File: config.mk
export PLATFORM = sky130hd
export DESIGN_NAME = dcl_ram
export DESIGN_NICKNAME = d
export VERILOG_FILES = /design/src/rtl/core/dcl_ram.sv
export SDC_FILE = /design/constraint.sdc
export NUM_CORES = 2
export LEC_CHECK = 0
export BUFFER_PORTS_ARGS = -buffer_cell sky130_fd_sc_hd__buf_2
export CORE_MARGIN = 1.5
export CORE_UTILIZATION = 45
export CTS_CLUSTER_DIAMETER = 50
export CTS_CLUSTER_SIZE = 8
export DETAILED_ROUTE_END_ITERATION = 10
export GPL_ROUTABILITY_DRIVEN = 0
export PLACE_DENSITY = 0.65
export SYNTH_ARGS = -nofsm -noshare
export SYNTH_HDL_FRONTEND = slang
export SYNTH_SLANG_ARGS = --single-unit
File: constraint.sdc
create_clock -name i_clk -period 3.4 [get_ports i_clk]
set_clock_uncertainty 0.1 [all_clocks]
set_input_delay 1.02 -clock i_clk [delete_from_list [all_inputs] [get_ports i_clk]]
set_output_delay 1.02 -clock i_clk [all_outputs]
set_load 0.03 [all_outputs]
File: src/rtl/core/dcl_ram.sv
// Single-port-write, single-port-read RAM with a registered read.
module dcl_ram #(
    parameter int WIDTH = 8,
    parameter int DEPTH = 256,
    parameter int AW    = $clog2(DEPTH)
) (
    input  logic             i_clk,
    input  logic             i_we,
    input  logic [AW-1:0]    i_waddr,
    input  logic [WIDTH-1:0] i_wdata,
    input  logic [AW-1:0]    i_raddr,
    output logic [WIDTH-1:0] o_rdata
);

    logic [WIDTH-1:0] r_mem [DEPTH];

    // Write port and registered read port.
    always_ff @(posedge i_clk) begin
        if (i_we) begin
            r_mem[i_waddr] <= i_wdata;
        end
        o_rdata <= r_mem[i_raddr];
    end

endmodule

== Word level (Yosys, flattened, before mapping) ==
Memories as Yosys holds them, arrays and structs flattened. A register that Yosys moved wholly into a read port is not among the register bits.
Cells that the tools add are included.

* Mux-type cells: 2

{| class="wikitable"
|+ Operators by type and width
! cell !! number
|-
| 2-to-1 mux 1 bit || 2
|}

* Logic and storage cells: 3
* Bits in writable memories: 2,048
* Output and inout port bits: 8
* Memories: 1
* Bits in registers: 0

{| class="wikitable"
|+ Memory list
! memory !! words !! bits a word !! read ports !! clocked after Yosys merged registers in !! write ports !! RTL line !! text
|-
| r_mem || 256 || 8 || 1 || 1 || 1 || 15 || <nowiki>logic [WIDTH-1:0] r_mem [DEPTH];</nowiki>
|}

== Longest topological paths before layout ==
* Depth after elaboration: 2
* Mapped depth: 11
* Mapped depth without buffers: 6

== Worst setup path before layout ==
Ideal clock, no wire load.

* Kind: input -> register
* From: input port i_raddr[0]
* To: register o_rdata[2], read port of r_mem
* Setup time: 0.131 ns
* Path slack: 0.342 ns
* Arrival: 2.827 ns
* Path buffers: 4
* Required time: 3.169 ns
* Stages: 9
* Path through: buf_6 > buf_12 > buf_8 > buf_2 > mux4_2 > a22oi_1 > a21oi_1 > nor4_1 > nor4_2

{| class="wikitable"
|+ RTL lines
! item !! RTL line !! text
|-
| start, declared || 11 || <nowiki>input logic [AW-1:0] i_raddr,</nowiki>
|-
| end, declared || 12 || <nowiki>output logic [WIDTH-1:0] o_rdata</nowiki>
|}

==> results.py <==
metrics = {
    "outcome": {
        "status": "finished, final reports clean",
    },
    "final_layout": {
        "fillers": 13077,
        "final_net_count": 4544,
        "post_route_cells_drive_above_1_share_pct": 33.0,
        "multiInputGateArea_mm2": 0.0165,
        "syn_to_final_growth_pct": 20.0,
        "register_area_mm2": 0.0617,
    },
    "synth": {
        "syn_inst": 3733,
        "synthAdderAreaFrac_pct": 0,
        "synth_compound_area_share_pct": 3.42,
        "synth_top_area_share_pct": 77.3,
        "synth_top_family_by_area": "multiplexers",
        "yosysSeqAreaShare_pct": 77.5,
        "synthesis.area_mm2": 0.0796,
        "synth.area.mux_share_pct": 14.6,
        "synth_area_leaders": "edfxtp_1 (77%), mux4_2 (13%), mux2i_1 (1.7%)",
        "synthFlopType": "edfxtp_1",
        "synth_xor_area_share_pct": 0,
        "yosysUniqueCellTypes": 55,
        "synth_simple_gate_area_share_pct": 2.63,
        "synth_warnings": 0,
        "synth_edf_count": 2048,
        "postSynthAreaPerCell_um2": 21.3,
        "synth_commonest_cells": "edfxtp_1 (2048), mux4_2 (454), nor2_1 (282)",
        "synth_seq_cells": 2056,
        "yosysTopAreaCell": "edfxtp_1",
        "syn_nets": 3759,
        "yosysMostFrequentCell": "edfxtp_1",
        "synthArstFlopShare_pct": 0,
    },
    "critical_path": {
        "crit_required_ns": 4.02,
        "crit_arrival_ns": 3.95,
        "critPathCaptureType": "register",
        "crit_chain": "buf_8 > buf_12 > buf_4 > buf_12 > mux4_2 > a22oi_1 > a21oi_1 > nor4_1 > nor4_1",
        "max_stage_delay_ns": 1.02,
        "critical_path_class": "in -> reg",
        "slowest_stage": "nor4_1",
        "path_delay_family": "simple AND/OR/NAND/NOR gates",
        "crit_fanout": 16,
        "startpoint_type": "primary input",
        "path_buf_inv": 4,
    },
    "routing": {
        "ant_nets": 0,
        "routed_wl_mm": 203,
        "drc_errors": 0,
        "wire_per_inst_um": 29.4,
        "dr_total_vias": 41366,
        "via_per_inst": 6.00,
        "drt_first_pass_iters": 5,
        "drt_iter0_markers": 5072,
    },
    "clocking": {
        "cts_buffer_depth": 4,
        "cts_htree_levels": 5,
        "cts_hold_buf": 0,
        "post_cts_buffers": 0,
        "clock-root-buffer": "clkbuf_16",
        "cts.clk_slew.worst_paths_ns": 0.05,
        "clk_latency_ns": 0.92,
        "post_cts_resized": 0,
        "clock-sinks": 2056,
        "cts_tree": "yes",
        "cts_buffers": 309,
    },
    "pwr": {
        "p_int_mw": 45.3,
        "p_leak_nw": 31.2,
        "p_clk_share_pct": 45.6,
        "p_comb_share_pct": 5.1,
        "netSwitchingPower_mw": 11.7,
        "p_seq_share_pct": 49.3,
        "power_density_mw_per_mm2": 596,
        "ir_drop_mv": 0.679,
        "power_mw": 56.9,
        "swShare_pct": 20.5,
    },
    "timing": {
        "holdWs_ns": 0.424,
        "period_share_pct": 98.0,
        "period_minus_slack_ns": 3.33,
        "slew_violations": 0,
        "setup_viol": 0,
        "fmax_ghz": 0.300,
        "rsz0062_at_grt": "false",
        "slew_headroom_pct": 19.0,
        "tightest_slew_ns": 1.20,
        "hold_violations": 0,
    },
    "flow_run": {
        "drv_cap": 0,
    },
    "die": {
        "num_io_pins": 34,
        "die_x_um": 423,
        "rows": 154,
        "die_h_um": 423,
        "initial_utilization_pct": 45.2,
        "core_area_mm2": 0.176,
        "dieArea_mm2": 0.179,
    },
    "global_routing": {
        "grt_use_total_pct": 22.6,
        "grt_first_pass_wirelength_mm": 293,
        "grt_overflow": 0,
        "antenna_found_initial": 10,
        "grt_pass1_vias": 42216,
        "grt_max_degree": 94,
    },
    "place": {
        "port_buffers": 33,
        "hpwl_mm": 129,
    },
    "min_path": {
        "min_path_type": "in -> reg",
    },
}
-- stage by stage --
step                      worst slack (ns)  cells  setup TNS [ns]  area (µm²)  util (%)
after floorplan                      0.342   3733               0       79600         -
after global routing                0.0651   6890               0       95500      54.3
final                               0.0694   6893               0       95500      54.3
after global placement              -0.761   6547           -3.89       87500      49.7
after CTS                            0.229   6890               0       95500      54.3
after detailed placement            -0.714   6547           -3.94       87500      49.7
-- per-layer routing --
metal  up-vias  wire length [µm]  GRT usage, %
met5         -                20             0
met4         2              5960          7.17
met3       345             17200          4.62
met2      2042             97900          35.9
met1     21814             81400          31.5
li1      17163                 -             -
-- worst reg2reg max path, stage by stage (launching register included) --
cell and delay (ns):
edfxtp_1 0.38, mux4_2 0.52, mux4_2 0.53, nor2b_1 0.16, nor4_1 0.71, buf_4 0.23
nor4_2 0.04
-- final cells by class --
cell class              instances  area share, %
inverters                       2        0.00786
repair buffers                707           6.75
well taps                    2340           3.07
flip-flops and latches       2056           64.6
multi-input cells            1442           17.2
clock inverters                15          0.138
diodes                          3        0.00786
clock buffers                 328           8.22
-- layout by cell type, fill, tap and decap left out, types with 33 or more instances in the layout --
cell type / synthesis / routed
a21oi_1: 96 / 96
a22oi_1: 133 / 133
buf_12: 8 / 89
buf_4: 27 / 587
clkbuf_16: 0 / 311
edfxtp_1: 2048 / 2048
mux2i_1: 134 / 134
mux4_2: 454 / 454
nand2_1: 33 / 33
nand3_1: 34 / 34
nor2_1: 282 / 279
o221ai_1: 46 / 46
-- state kept, by name, summed over array words and instances, names as in the netlist --
signal	cells
o_rdata	8
r_mem	2048
-- path summary, 6_finish.rpt --
| path | startpoint | endpoint | slack, ns | depth (start not counted) |
|---|---|---|---|---|
| max | i_raddr[0] | o_rdata[1] | 0.07 | 9 |
| min | i_wdata[0] | r_mem[220][0] | 0.42 | 1 |
| max reg2reg | r_mem[82][2] | o_rdata[2] | 0.63 | 6 |
| min reg2reg | r_mem[35][2] | o_rdata[2] | 0.98 | 6 |
-- cell families (layout without fill, tap and decap cells) --
logic type,count (synthesis),in the layout
other,0,3
flip-flops,2056,2056
AO/OA/AOI/OAI,385,385
AND/OR/NAND/NOR,466,466
buffers and inverters,235,1052
multiplexers,591,591
-- power groups by stage --
| stage | logic, mW | clock network, mW | registers, mW |
|---|---|---|---|
| after floorplan | 1.36 | 0 | 28.5 |
| after global placement | 2.89 | 0 | 28.5 |
| after detailed placement | 2.93 | 0 | 28.5 |
| after CTS | 2.94 | 26.4 | 28.0 |
| after global routing | 3.07 | 27.4 | 28.0 |
| final | 2.92 | 26.0 | 28.0 |
(Power assumes the default switching activity.)
